`src/design/heightmap_grid_mesh_generator_assert.svh`:
```
// Assertion macros used by the heightmap_grid_mesh_generator design file.
`ifndef HEIGHTMAP_GRID_MESH_GENERATOR_ASSERT_SVH
`define HEIGHTMAP_GRID_MESH_GENERATOR_ASSERT_SVH
`ifndef SYNTH
`define HGM_ASSERT_IMP(lbl, clk, rst, a, b) \
  lbl: assert property (@(posedge clk) disable iff (rst) (a) |-> (b)) \
    else $error("same-cycle check failed");
`define HGM_ASSERT_NEXT(lbl, clk, rst, a, b) \
  lbl: assert property (@(posedge clk) disable iff (rst) (a) |=> (b)) \
    else $error("next-cycle check failed");
`else
`define HGM_ASSERT_IMP(lbl, clk, rst, a, b)
`define HGM_ASSERT_NEXT(lbl, clk, rst, a, b)
`endif
`endif

```
`src/design/hgm_pkg.sv`:
```
package hgm_pkg;

  localparam logic [1:0] REG_MAP_WIDTH  = 2'd0;
  localparam logic [1:0] REG_MAP_HEIGHT = 2'd1;
  localparam logic [1:0] REG_XZ_SCALE   = 2'd2;
  localparam logic [1:0] REG_Y_SCALE    = 2'd3;

  localparam logic [15:0] XZ_SCALE_RST = 16'd25600;
  localparam logic [15:0] Y_SCALE_RST  = 16'd2560;
  localparam int          DIM_RST      = 256;
  localparam int          DIM_MIN      = 2;

  // The average of three components is taken as (sum * 683) >> 11.
  localparam logic [19:0] AVG_RECIP = 20'd683;
  localparam int          AVG_SHIFT = 11;
  localparam logic [7:0]  HEIGHT_DIV = 8'd255;

  localparam int QUOT_BITS = 17;

  localparam logic [2:0] SEQ_VERTEX = 3'd0;
  localparam logic [2:0] SEQ_C      = 3'd1;
  localparam logic [2:0] SEQ_N      = 3'd2;
  localparam logic [2:0] SEQ_C1_A   = 3'd3;
  localparam logic [2:0] SEQ_C1_B   = 3'd4;
  localparam logic [2:0] SEQ_N_B    = 3'd5;
  localparam logic [2:0] SEQ_N1     = 3'd6;

  typedef enum logic [1:0] {
    ST_IDLE,
    ST_MUL,
    ST_DIV
  } hgm_state_t;

  typedef struct packed {
    logic [15:0] pos_x;
    logic [15:0] pos_y;
    logic [15:0] pos_z;
    logic [16:0] tex_u;
    logic [16:0] tex_v;
    logic [23:0] c_idx;
    logic [23:0] n_idx;
    logic        quad;
  } emit_load_t;

endpackage

```
`src/design/heightmap_grid_mesh_generator.sv`:
```
// A vertex result appears after its pixel has passed the multiply state, the
// bit-serial dividers (one of 17 quotient bits per cycle) and the output stage.
// A new pixel is taken once the last one's results are loaded; the up to seven
// results of a pixel drain from the output stage as the next one is computed.
// Reset (synchronous, active high) zeroes the row and column counters and
// loads the default map size and scales.
`include "heightmap_grid_mesh_generator_assert.svh"

module heightmap_grid_mesh_generator import hgm_pkg::*; #(
  parameter int MAX_DIM = 4096
) (
  input  logic        clk,
  input  logic        rst,
  input  logic        cfg_we,
  input  logic [1:0]  cfg_index,
  input  logic [15:0] cfg_data,
  input  logic        pixel_valid,
  output logic        pixel_stall,
  input  logic [7:0]  red,
  input  logic [7:0]  green,
  input  logic [7:0]  blue,
  output logic        result_valid,
  input  logic        result_stall,
  output logic        kind,
  output logic [15:0] pos_x,
  output logic [15:0] pos_y,
  output logic [15:0] pos_z,
  output logic [16:0] tex_u,
  output logic [16:0] tex_v,
  output logic [23:0] vertex_index,
  output logic        last
);

  localparam int CW      = (MAX_DIM > 2) ? $clog2(MAX_DIM) : 2;
  localparam int DW      = $clog2(MAX_DIM + 1);
  localparam int EW      = (DW > 13) ? DW : 13;
  localparam int RST_DIM = (DIM_RST > MAX_DIM) ? MAX_DIM : DIM_RST;
  localparam int NW      = CW + 16;

  hgm_state_t state, state_next;

  logic [DW-1:0] wdim;
  logic [CW-1:0] wm1;
  logic [CW-1:0] hm1;
  logic [15:0]   xz_scale;
  logic [15:0]   y_scale;
  logic [CW-1:0] column_count;
  logic [CW-1:0] row_count;

  logic [CW-1:0] col;
  logic [CW-1:0] row;
  logic [7:0]    avg;
  logic          quad;
  logic [23:0]   c_idx;

  logic [EW-1:0] raw_dim;
  logic [EW-1:0] clamp_dim;
  logic [CW-1:0] col_now;
  logic [CW-1:0] row_now;
  logic          last_col_now;
  logic          last_row_now;
  logic [9:0]    pix_sum;
  logic [19:0]   avg_prod;
  logic          accept;

  logic [NW-1:0]    prod_x;
  logic [NW-1:0]    prod_z;
  logic [NW-1:0]    prod_u;
  logic [NW-1:0]    prod_v;
  logic [23:0]      prod_y;
  logic [CW+DW-1:0] idx_full;

  logic                 div_start;
  logic                 x_busy, z_busy, u_busy, v_busy, y_busy;
  logic [QUOT_BITS-1:0] x_q, z_q, u_q, v_q, y_q;
  logic                 divs_agree;

  logic       emit_load;
  logic       emit_ready;
  emit_load_t emit_data;

  always_comb begin
    raw_dim = EW'(cfg_data[12:0]);
    if (raw_dim < EW'(DIM_MIN)) begin
      clamp_dim = EW'(DIM_MIN);
    end else if (raw_dim > EW'(MAX_DIM)) begin
      clamp_dim = EW'(MAX_DIM);
    end else begin
      clamp_dim = raw_dim;
    end
  end

  always_ff @(posedge clk) begin
    if (rst) begin
      wdim     <= DW'(RST_DIM);
      wm1      <= CW'(RST_DIM - 1);
      hm1      <= CW'(RST_DIM - 1);
      xz_scale <= XZ_SCALE_RST;
      y_scale  <= Y_SCALE_RST;
    end else if (cfg_we) begin
      case (cfg_index)
        REG_MAP_WIDTH: begin
          wdim <= DW'(clamp_dim);
          wm1  <= CW'(clamp_dim - EW'(1));
        end
        REG_MAP_HEIGHT: hm1 <= CW'(clamp_dim - EW'(1));
        REG_XZ_SCALE:   xz_scale <= cfg_data;
        REG_Y_SCALE:    y_scale <= cfg_data;
        default: ;
      endcase
    end
  end

  always_comb begin
    col_now      = (column_count < wm1) ? column_count : wm1;
    row_now      = (row_count < hm1) ? row_count : hm1;
    last_col_now = (col_now == wm1);
    last_row_now = (row_now == hm1);
    pix_sum      = {2'b00, red} + {2'b00, green} + {2'b00, blue};
    avg_prod     = {10'd0, pix_sum} * AVG_RECIP;
    accept       = pixel_valid && !pixel_stall;
  end

  always_ff @(posedge clk) begin
    if (rst) begin
      column_count <= '0;
      row_count    <= '0;
    end else if (accept) begin
      if (last_col_now) begin
        column_count <= '0;
        row_count    <= last_row_now ? '0 : row_now + CW'(1);
      end else begin
        column_count <= col_now + CW'(1);
      end
    end
  end

  always_ff @(posedge clk) begin
    if (accept) begin
      col  <= col_now;
      row  <= row_now;
      avg  <= avg_prod[AVG_SHIFT+7:AVG_SHIFT];
      quad <= !(last_col_now || last_row_now);
    end
    if (div_start) begin
      c_idx <= 24'(idx_full);
    end
  end

  always_comb begin
    prod_x   = {16'd0, col} * {{CW{1'b0}}, xz_scale};
    prod_z   = {16'd0, row} * {{CW{1'b0}}, xz_scale};
    prod_u   = {col, 16'd0};
    prod_v   = {row, 16'd0};
    prod_y   = {16'd0, avg} * {8'd0, y_scale};
    idx_full = {{DW{1'b0}}, row} * {{CW{1'b0}}, wdim} + (CW + DW)'(col);
  end

  hgm_divser #(.NW(NW), .DW(CW), .QW(QUOT_BITS)) u_div_x (
    .clk(clk), .rst(rst), .start(div_start), .dividend(prod_x), .divisor(wm1),
    .busy(x_busy), .quotient(x_q)
  );

  hgm_divser #(.NW(NW), .DW(CW), .QW(QUOT_BITS)) u_div_z (
    .clk(clk), .rst(rst), .start(div_start), .dividend(prod_z), .divisor(hm1),
    .busy(z_busy), .quotient(z_q)
  );

  hgm_divser #(.NW(NW), .DW(CW), .QW(QUOT_BITS)) u_div_u (
    .clk(clk), .rst(rst), .start(div_start), .dividend(prod_u), .divisor(wm1),
    .busy(u_busy), .quotient(u_q)
  );

  hgm_divser #(.NW(NW), .DW(CW), .QW(QUOT_BITS)) u_div_v (
    .clk(clk), .rst(rst), .start(div_start), .dividend(prod_v), .divisor(hm1),
    .busy(v_busy), .quotient(v_q)
  );

  hgm_divser #(.NW(24), .DW(8), .QW(QUOT_BITS)) u_div_y (
    .clk(clk), .rst(rst), .start(div_start), .dividend(prod_y),
    .divisor(HEIGHT_DIV), .busy(y_busy), .quotient(y_q)
  );

  always_comb begin
    divs_agree = (x_busy == z_busy) && (x_busy == u_busy) && (x_busy == v_busy) &&
                 (x_busy == y_busy);
  end

  always_comb begin
    emit_data.pos_x = x_q[15:0];
    emit_data.pos_y = y_q[15:0];
    emit_data.pos_z = z_q[15:0];
    emit_data.tex_u = u_q;
    emit_data.tex_v = v_q;
    emit_data.c_idx = c_idx;
    emit_data.n_idx = c_idx + 24'(wdim);
    emit_data.quad  = quad;
  end

  always_comb begin
    state_next = state;
    case (state)
      ST_IDLE: if (pixel_valid) state_next = ST_MUL;
      ST_MUL:  state_next = ST_DIV;
      ST_DIV:  if (!x_busy && emit_ready) state_next = ST_IDLE;
      default: state_next = ST_IDLE;
    endcase
  end

  always_comb begin
    pixel_stall = (state != ST_IDLE);
    div_start   = (state == ST_MUL);
    emit_load   = (state == ST_DIV) && !x_busy && emit_ready;
  end

  always_ff @(posedge clk) begin
    if (rst) begin
      state <= ST_IDLE;
    end else begin
      state <= state_next;
    end
  end

  hgm_emit u_emit (
    .clk(clk),
    .rst(rst),
    .load(emit_load),
    .load_data(emit_data),
    .ready(emit_ready),
    .result_valid(result_valid),
    .result_stall(result_stall),
    .kind(kind),
    .pos_x(pos_x),
    .pos_y(pos_y),
    .pos_z(pos_z),
    .tex_u(tex_u),
    .tex_v(tex_v),
    .vertex_index(vertex_index),
    .last(last)
  );

  `HGM_ASSERT_IMP(a_div_lockstep, clk, rst, 1'b1, divs_agree)
  `HGM_ASSERT_IMP(a_load_when_free, clk, rst, emit_load, emit_ready)
  `HGM_ASSERT_NEXT(a_accept_to_mul, clk, rst, pixel_valid && !pixel_stall, state == ST_MUL)
  `HGM_ASSERT_IMP(a_div_end_state, clk, rst, $fell(x_busy), state == ST_DIV)

endmodule

```
`src/design/hgm_divser.sv`:
```
module hgm_divser import hgm_pkg::*; #(
  parameter int NW = 28,
  parameter int DW = 12,
  parameter int QW = 17
) (
  input  logic          clk,
  input  logic          rst,
  input  logic          start,
  input  logic [NW-1:0] dividend,
  input  logic [DW-1:0] divisor,
  output logic          busy,
  output logic [QW-1:0] quotient
);

  localparam int CNW = $clog2(QW + 1);

  logic [DW-1:0]  rem;
  logic [DW-1:0]  dsr;
  logic [QW-1:0]  sh;
  logic [CNW-1:0] cnt;
  logic [DW:0]    trial;
  logic [DW:0]    diff;
  logic           ge;

  // The quotient is known to fit in QW bits, so the upper dividend bits
  // already form a partial remainder below the divisor.
  always_comb begin
    trial = {rem, sh[QW-1]};
    diff  = trial - {1'b0, dsr};
    ge    = !diff[DW];
  end

  always_ff @(posedge clk) begin
    if (rst) begin
      busy <= 1'b0;
      cnt  <= '0;
    end else if (start) begin
      busy <= 1'b1;
      cnt  <= CNW'(QW);
    end else if (busy) begin
      cnt <= cnt - CNW'(1);
      if (cnt == CNW'(1)) begin
        busy <= 1'b0;
      end
    end
  end

  always_ff @(posedge clk) begin
    if (start) begin
      rem <= DW'(dividend[NW-1:QW]);
      sh  <= dividend[QW-1:0];
      dsr <= divisor;
    end else if (busy) begin
      rem <= ge ? diff[DW-1:0] : trial[DW-1:0];
      sh  <= {sh[QW-2:0], ge};
    end
  end

  assign quotient = sh;

endmodule

```
`src/design/hgm_emit.sv`:
```
module hgm_emit import hgm_pkg::*; (
  input  logic        clk,
  input  logic        rst,
  input  logic        load,
  input  emit_load_t  load_data,
  output logic        ready,
  output logic        result_valid,
  input  logic        result_stall,
  output logic        kind,
  output logic [15:0] pos_x,
  output logic [15:0] pos_y,
  output logic [15:0] pos_z,
  output logic [16:0] tex_u,
  output logic [16:0] tex_v,
  output logic [23:0] vertex_index,
  output logic        last
);

  emit_load_t  held;
  logic        active;
  logic [2:0]  step;
  logic        advance;
  logic        last_item;
  logic        sel_kind;
  logic [23:0] sel_index;

  always_comb begin
    sel_kind  = 1'b1;
    sel_index = '0;
    case (step)
      SEQ_VERTEX: sel_kind  = 1'b0;
      SEQ_C:      sel_index = held.c_idx;
      SEQ_N:      sel_index = held.n_idx;
      SEQ_C1_A:   sel_index = held.c_idx + 24'd1;
      SEQ_C1_B:   sel_index = held.c_idx + 24'd1;
      SEQ_N_B:    sel_index = held.n_idx;
      SEQ_N1:     sel_index = held.n_idx + 24'd1;
      default:    sel_index = '0;
    endcase
    last_item = ((step == SEQ_VERTEX) && !held.quad) || (step == SEQ_N1);
    advance   = active && (!result_valid || !result_stall);
  end

  assign ready = !active;

  always_ff @(posedge clk) begin
    if (rst) begin
      active       <= 1'b0;
      step         <= SEQ_VERTEX;
      result_valid <= 1'b0;
    end else begin
      if (advance) begin
        result_valid <= 1'b1;
        if (last_item) begin
          active <= 1'b0;
        end else begin
          step <= step + 3'd1;
        end
      end else if (!result_stall) begin
        result_valid <= 1'b0;
      end
      if (load) begin
        active <= 1'b1;
        step   <= SEQ_VERTEX;
      end
    end
  end

  always_ff @(posedge clk) begin
    if (load) begin
      held <= load_data;
    end
    if (advance) begin
      kind         <= sel_kind;
      pos_x        <= sel_kind ? 16'd0 : held.pos_x;
      pos_y        <= sel_kind ? 16'd0 : held.pos_y;
      pos_z        <= sel_kind ? 16'd0 : held.pos_z;
      tex_u        <= sel_kind ? 17'd0 : held.tex_u;
      tex_v        <= sel_kind ? 17'd0 : held.tex_v;
      vertex_index <= sel_index;
      last         <= last_item;
    end
  end

endmodule
```
`config.mk`:
```
export PLATFORM = sky130hd
export DESIGN_NAME = heightmap_grid_mesh_generator
export DESIGN_NICKNAME = d
export VERILOG_FILES = /design/src/design/hgm_pkg.sv /design/src/design/heightmap_grid_mesh_generator.sv /design/src/design/hgm_divser.sv /design/src/design/hgm_emit.sv
export VERILOG_INCLUDE_DIRS = /design/src /design/src/design
export SDC_FILE = /design/constraint.sdc
export NUM_CORES = 2
export LEC_CHECK = 0
export BUFFER_PORTS_ARGS = -buffer_cell sky130_fd_sc_hd__clkbuf_2
export CORE_ASPECT_RATIO = 1.4
export CORE_MARGIN = 2
export CORE_UTILIZATION = 55
export DETAILED_ROUTE_END_ITERATION = 10
export GPL_ROUTABILITY_DRIVEN = 1
export GPL_TIMING_DRIVEN = 0
export HOLD_SLACK_MARGIN = 0.12
export PLACE_DENSITY = 0.78
export SYNTH_ARGS = -nofsm -noshare
export SYNTH_HDL_FRONTEND = slang
export SYNTH_HIERARCHICAL = 1
export SYNTH_SLANG_ARGS = --single-unit
```
`constraint.sdc`:
```
create_clock -name clk -period 18.32 [get_ports clk]
set_input_delay 0 -clock clk [delete_from_list [all_inputs] [get_ports clk]]
set_output_delay 0 -clock clk [all_outputs]
set_load 0.02 [all_outputs]
```
# After elaboration in Yosys (flattened, before gate mapping)
# Index checks and enable logic that the tools add are counted.
# word_totals
n_memories,0
rom_bits,0
in_bits,47
wordCells,227
regBits,591
latchBits,0
ram_bits,0
output_inout_bits,110
# classes
muxes,66
order_cmp,4
multipliers,5
eq_ne,21
n_bitwise,1
n_reduce_logical,44
add_sub_neg,20
n_shift,0
n_div,0
# ops
op,n
$mux W17,10
$mux W12,8
$pmux W24 S4,1
$mux W11,8
$mul A12 B16 Y28,2
$sub A13 B12 Y13,4
$mux W5,10
$add A24 B1 Y24 const B,2
$mux W13,2
$eq A5 B1 Y1 const B,5
$sub A5 B1 Y5 const B,5
$add A12 B1 Y12 const B,2
$add A24 B12 Y24,1
$add A24 B13 Y24,1
$eq A12 B12 Y1,2
$lt A12 B12 Y1,2
$mul A12 B13 Y24,1
$mul A8 B16 Y24,1
$mux W1,21
$mul A10 B10 Y19 const B,1
$reduce_and A2 Y1,8
$reduce_bool A2 Y1,8
$mux W7,2
$gt A13 B13 Y1 const B,1
23 further kinds,53

# Depth between registers and ports, before layout
# depth
ltp_word,6
depth_mapped,32
ltp_nobuf,32

# By module
# The synthesis kept the hierarchy.
# modules_own_cells
module,seq_area_each_um2,n_inst,cells_each,area_each_um2
heightmap_grid_mesh_generator,3613.5,1,3577,30892.1
hgm_divser at u_div_u ...,1341.3,4,233,2717.6
hgm_emit,7277.0,1,551,9409.0
hgm_divser at u_div_y,1101.1,1,170,2089.5

# Worst setup path before layout
# Ideal clock, no wire load.
# synth_timing
path_type,reg2reg
from,reg u_emit.active
to,reg u_emit.step[2]
stages_incl_launch_ff,7
path_buffers,0
setup_time_ns,0.416
period_less_slack_ns,7.514
t_arrival_ns,7.098
slack_ns,10.806
required_ns,17.904
path_cell_list,dfxtp_1 inv_1 a21oi_1 o211ai_1 nor2_1 xnor2_1 nor3_1
# synth_between
elab_chain_len,3
elab_cells_between_ends,5
classes_between,reduce/logical (5)
# synth_rtl
item,line,source
from (decl),hgm_emit.sv:20,logic active;
from (signal assigned),hgm_emit.sv:48,active <= 1'b0;
from (signal assigned),hgm_emit.sv:55,active <= 1'b0;
from (signal assigned),hgm_emit.sv:63,active <= 1'b1;
$logic_not A1 Y1,hgm_emit.sv:44,assign ready = !active;
named net emit_ready,heightmap_grid_mesh_generator.sv:79,logic emit_ready;
$logic_and A1 B1 Y1,heightmap_grid_mesh_generator.sv:213,emit_load = (state == ST_DIV) && !x_busy && emit_ready;
$reduce_or A2 Y1 (no line),n/a,
to (signal assigned),hgm_emit.sv:57,step <= step + 3'd1;
to (decl),hgm_emit.sv:21,logic [2:0] step;
# The timed path passes the listed nets, and every way through them passes these cells.
# A chain may end at the register's enable or synchronous reset.

# Worst setup path after layout
# layout_timing
from,reg row[11]
to,"reg u_div_z.rem[9], data pin"
# layout_between
elab_chain_len,2
# layout_rtl
item,line,source
from (decl),heightmap_grid_mesh_generator.sv:51,logic [CW-1:0] row;
from (signal assigned),heightmap_grid_mesh_generator.sv:141,row <= row_now;
$mul A12 B16 Y28,heightmap_grid_mesh_generator.sv:152,"prod_z = {16'd0, row} * {{CW{1'b0}}, xz_scale};"
named net prod_z[26],heightmap_grid_mesh_generator.sv:67,logic [NW-1:0] prod_z;
$mux W11,hgm_divser.sv:49,if (start) begin
to (signal assigned),hgm_divser.sv:50,rem <= DW'(dividend[NW-1:QW]);
to (signal assigned),hgm_divser.sv:54,rem <= ge ? diff[DW-1:0] : trial[DW-1:0];
to (decl),hgm_divser.sv:17,logic [DW-1:0] rem;
# The timed path passes the listed nets, and every way through them passes these cells.

==> key figures <==
Clock tree
  – Clock transition at path regs: 0.07 ns
  – CTS tree: built
  – Cts bufs inserted: 66
  – Clock tree buffer depth: 3
  – Post-CTS setup buffers: 0
  – # clock sinks: just over 600
  – Clk Latency, worst-skew pair: about 0.67 ns
  – Root Buffer: clkbuf_16
  – CTS hold repair buffers: 31
  – PostCTS Resize Cnt: 0
  – Htree depth: 3

Detailed routing
  – Routed length per instance: just under 20 µm
  – Detailed Route WL: 133 mm
  – Post-route DRC: 0
  – Initial drt markers: 2248
  – Drt first pass iters: 9
  – Remaining antenna violation count: 0
  – Via count: ~39000
  – Vias per inst: 5.65

Final layout
  – # nets final: 6515
  – Commonest non-fill, non-tap cells in the layout: inv_1 (787), nand2_1 (685), fa_1 (519)
  – Area grow syn2layout: 10.2%
  – Commonest non-fill, non-tap cell in the layout: inv_1
  – Final core utilization: 0.609
  – Layout cells sized above 1: 0.0957

Die
  – Starting Density: 0.552
  – Die area: ~99000 µm²
  – Vert. Die Dim: 372 µm
  – I/O pin count: about 160
  – Core Area: just under 100000 µm²
  – Row count: 135
  – Die W: between 200 and 300 µm

Synth
  – Seq/Total Area, Yosys: 0.326
  – Ys flop type: edfxtp_1
  – Synth Register Bits: a little over 600
  – Average size of a mapped cell: ~10 µm²
  – Post-synth EDFFs: 488
  – Synth top area cells: edfxtp_1 (28%), fa_1 (20%), ha_1 (9.8%)
  – Leading area contributor after synthesis: edfxtp_1
  – Ys Warns: 6
  – Share of the synthesized area in the top cell type: 0.275
  – Cell count after synthesis: about 5200
  – FFs w/ async S/R, synth: 0
  – Unique masters post-synth: between 100 and 150
  – Synthesized cell area: 53300 µm²

Global route
  – Vias in the first global route: roughly 41000
  – Initial antenna violation count: 4
  – Total GRT Usage: 0.278
  – Global route overflow: 0
  – Largest net degree at the start of global routing: 39
  – Global-route wire length before repair: 214 mm

STA
  – Min cycle time layout: between 7 and 8 ns
  – Final setup viols: 0
  – Final worst-path setup slack: ~11 ns
  – Worst Max-Slew Pin Slew: ~1.3 ns
  – Max Freq: ~130 MHz
  – Final hold vios: 0
  – Setup TNS: 0 ns
  – Crit share post-route: 0.410
  – Pins Over Slew Limit: 0
  – Relative max-transition margin: 0.154
  – Clk_skew: 0.0274 ns
  – RSZ-0062 raised after global routing: no

Power and ir drop
  – PD cells: roughly 110 nW/µm²
  – Maximum VDD drop: ~270 µV
  – Internal power: between 0.003 and 0.004 W
  – Sequential Power Share: 0.294
  – Clock power share: 0.226
  – Static Leak: about 26 nW
  – Combinational share of power: 0.480
  – Tot Pwr: 0.00638 W
  – Total net switching power: ~0.0025 W
  – Switching part of the total: 0.387

Worst setup path
  – CP endpoint kind: flip-flop
  – Worst-path maximum fanout: 10
  – CP max stage delay: about 0.59 ns
  – CP required: around 19 ns
  – Startpoint type of the worst setup path: flip-flop
  – Worst Setup Path Type: reg -> reg
  – Critical path arrival: about 8 ns
  – Worst path slowest cell: edfxtp_1

Placed design
  – GP Congestion: between 0.9 and 1
  – Hpwl dp: around 100 mm
  – Worst slack, placed: about 11 ns
  – Port Buffers: approximately 150

Run
  – Max-cap check violation count: 0

Hold path
  – Worst Hold Class: in -> reg

Outcome
  – Status: complete, no violations
## area by class of cell
cell class | instances | area, µm²
fillers | 7950 | 37700
multi-input cells | 3636 | 32100
repair buffers | 196 | 1330
plain buffers | 217 | 992
well taps | 1301 | 1630
diodes | 3 | 7.51
inverters | 792 | 2970
clock buffers | 80 | 1810
flip-flops and latches | 623 | 17400
clock inverters | 38 | 504
## per-layer routing
metal	GRT usage	routed length, µm	vias up
li1	-	-	17900
met5	0	24	-
met3	0.0458	8170	503
met1	0.305	48100	19100
met2	0.492	67300	1407
met4	0.188	9900	4
## registers in the layout, indices dropped and copies added, names as in the netlist, 13 cells and up
| name | count |
|---|---|
| u_emit/held | 131 |
| c_idx | 24 |
| u_emit/vertex_index | 24 |
| u_div_u/quotient | 17 |
| u_div_v/quotient | 17 |
| u_div_x/quotient | 17 |
| u_div_y/quotient | 17 |
| u_div_z/quotient | 17 |
| u_emit/tex_u | 17 |
| u_emit/tex_v | 17 |
| u_emit/pos_x | 16 |
| u_emit/pos_y | 16 |
| u_emit/pos_z | 16 |
| xz_scale | 16 |
| y_scale | 16 |
| wdim | 13 |
## through the flow
step                      cells  cell area, µm²  hold slack (ns)
after floorplan            5268           53400           0.0691
after global placement     6722           55800            0.281
after detailed placement   6734           56100            0.303
after CTS                  6883           58700            0.161
after global routing       6884           58700            0.231
final                      6886           58700            0.217
## worst max-delay path: cells and delay by family, from the launching register on
family / cells / cell delay [ns]
buffers and inverters: 7 / 1.22
XOR/XNOR: 1 / 0.13
adder cells (fa/ha/maj): 6 / 3.11
flip-flops: 1 / 0.59
AO/OA/AOI/OAI: 8 / 1.64
AND/OR/NAND/NOR: 3 / 0.53
## power by group through the flow
stage | Clock [W] | Sequential [W] | Combinational [W]
after detailed placement | 0 | 0.00190 | 0.00305
after global routing | 0.00152 | 0.00189 | 0.00345
after CTS | 0.00147 | 0.00187 | 0.00308
after global placement | 0 | 0.00191 | 0.00295
final | 0.00144 | 0.00188 | 0.00306
after floorplan | 0 | 0.00186 | 0.00233
## synthesized netlist by cell type (26+ instances only)
cell and n:
ha_1 417, nand4_1 42, edfxtp_1 488, a211o_1 30
xnor2_1 153, and3_1 27, nor2b_1 36, a31oi_1 26
clkbuf_1 173, mux2_2 91, o21ai_0 117, xor2_1 87
nor2_1 185, nand2_1 685, o21ai_1 34, inv_1 787
mux2i_1 29, and2_1 331, a21oi_1 185, dfxtp_1 135
fa_1 519, nor3_1 71, nand3_1 65, a21o_1 40
## logic make-up (layout without fill, tap and decap cells)
family / count (synthesis) / after routing / share of synthesized area
adders and majority gates: 936 / 936 / 0.293
xor gates and xnor gates: 240 / 240 / 0.0395
other: 2 / 43 / 0.000141
DFF: 623 / 623 / 0.326
buffers and inverters: 1009 / 1323 / 0.0744
muxes: 122 / 122 / 0.0254
and+or+nand+nor: 1577 / 1577 / 0.146
AOI/OAI and AO/OA: 721 / 721 / 0.0962
## worst paths after layout
kind / cells after the start / slack (ns) / start / endpoint
worst max-delay path: 25 / 10.81 / row[11] / u_div_z/rem[9]
worst min register to register: 0 / 0.44 / u_div_x/quotient[3] / u_emit/held[118]
worst max register to register: 25 / 10.81 / row[11] / u_div_z/rem[9]
worst min-delay path: 4 / 0.22 / result_stall / u_emit/result_valid
Note: power is estimated with default switching activity, not from simulation.
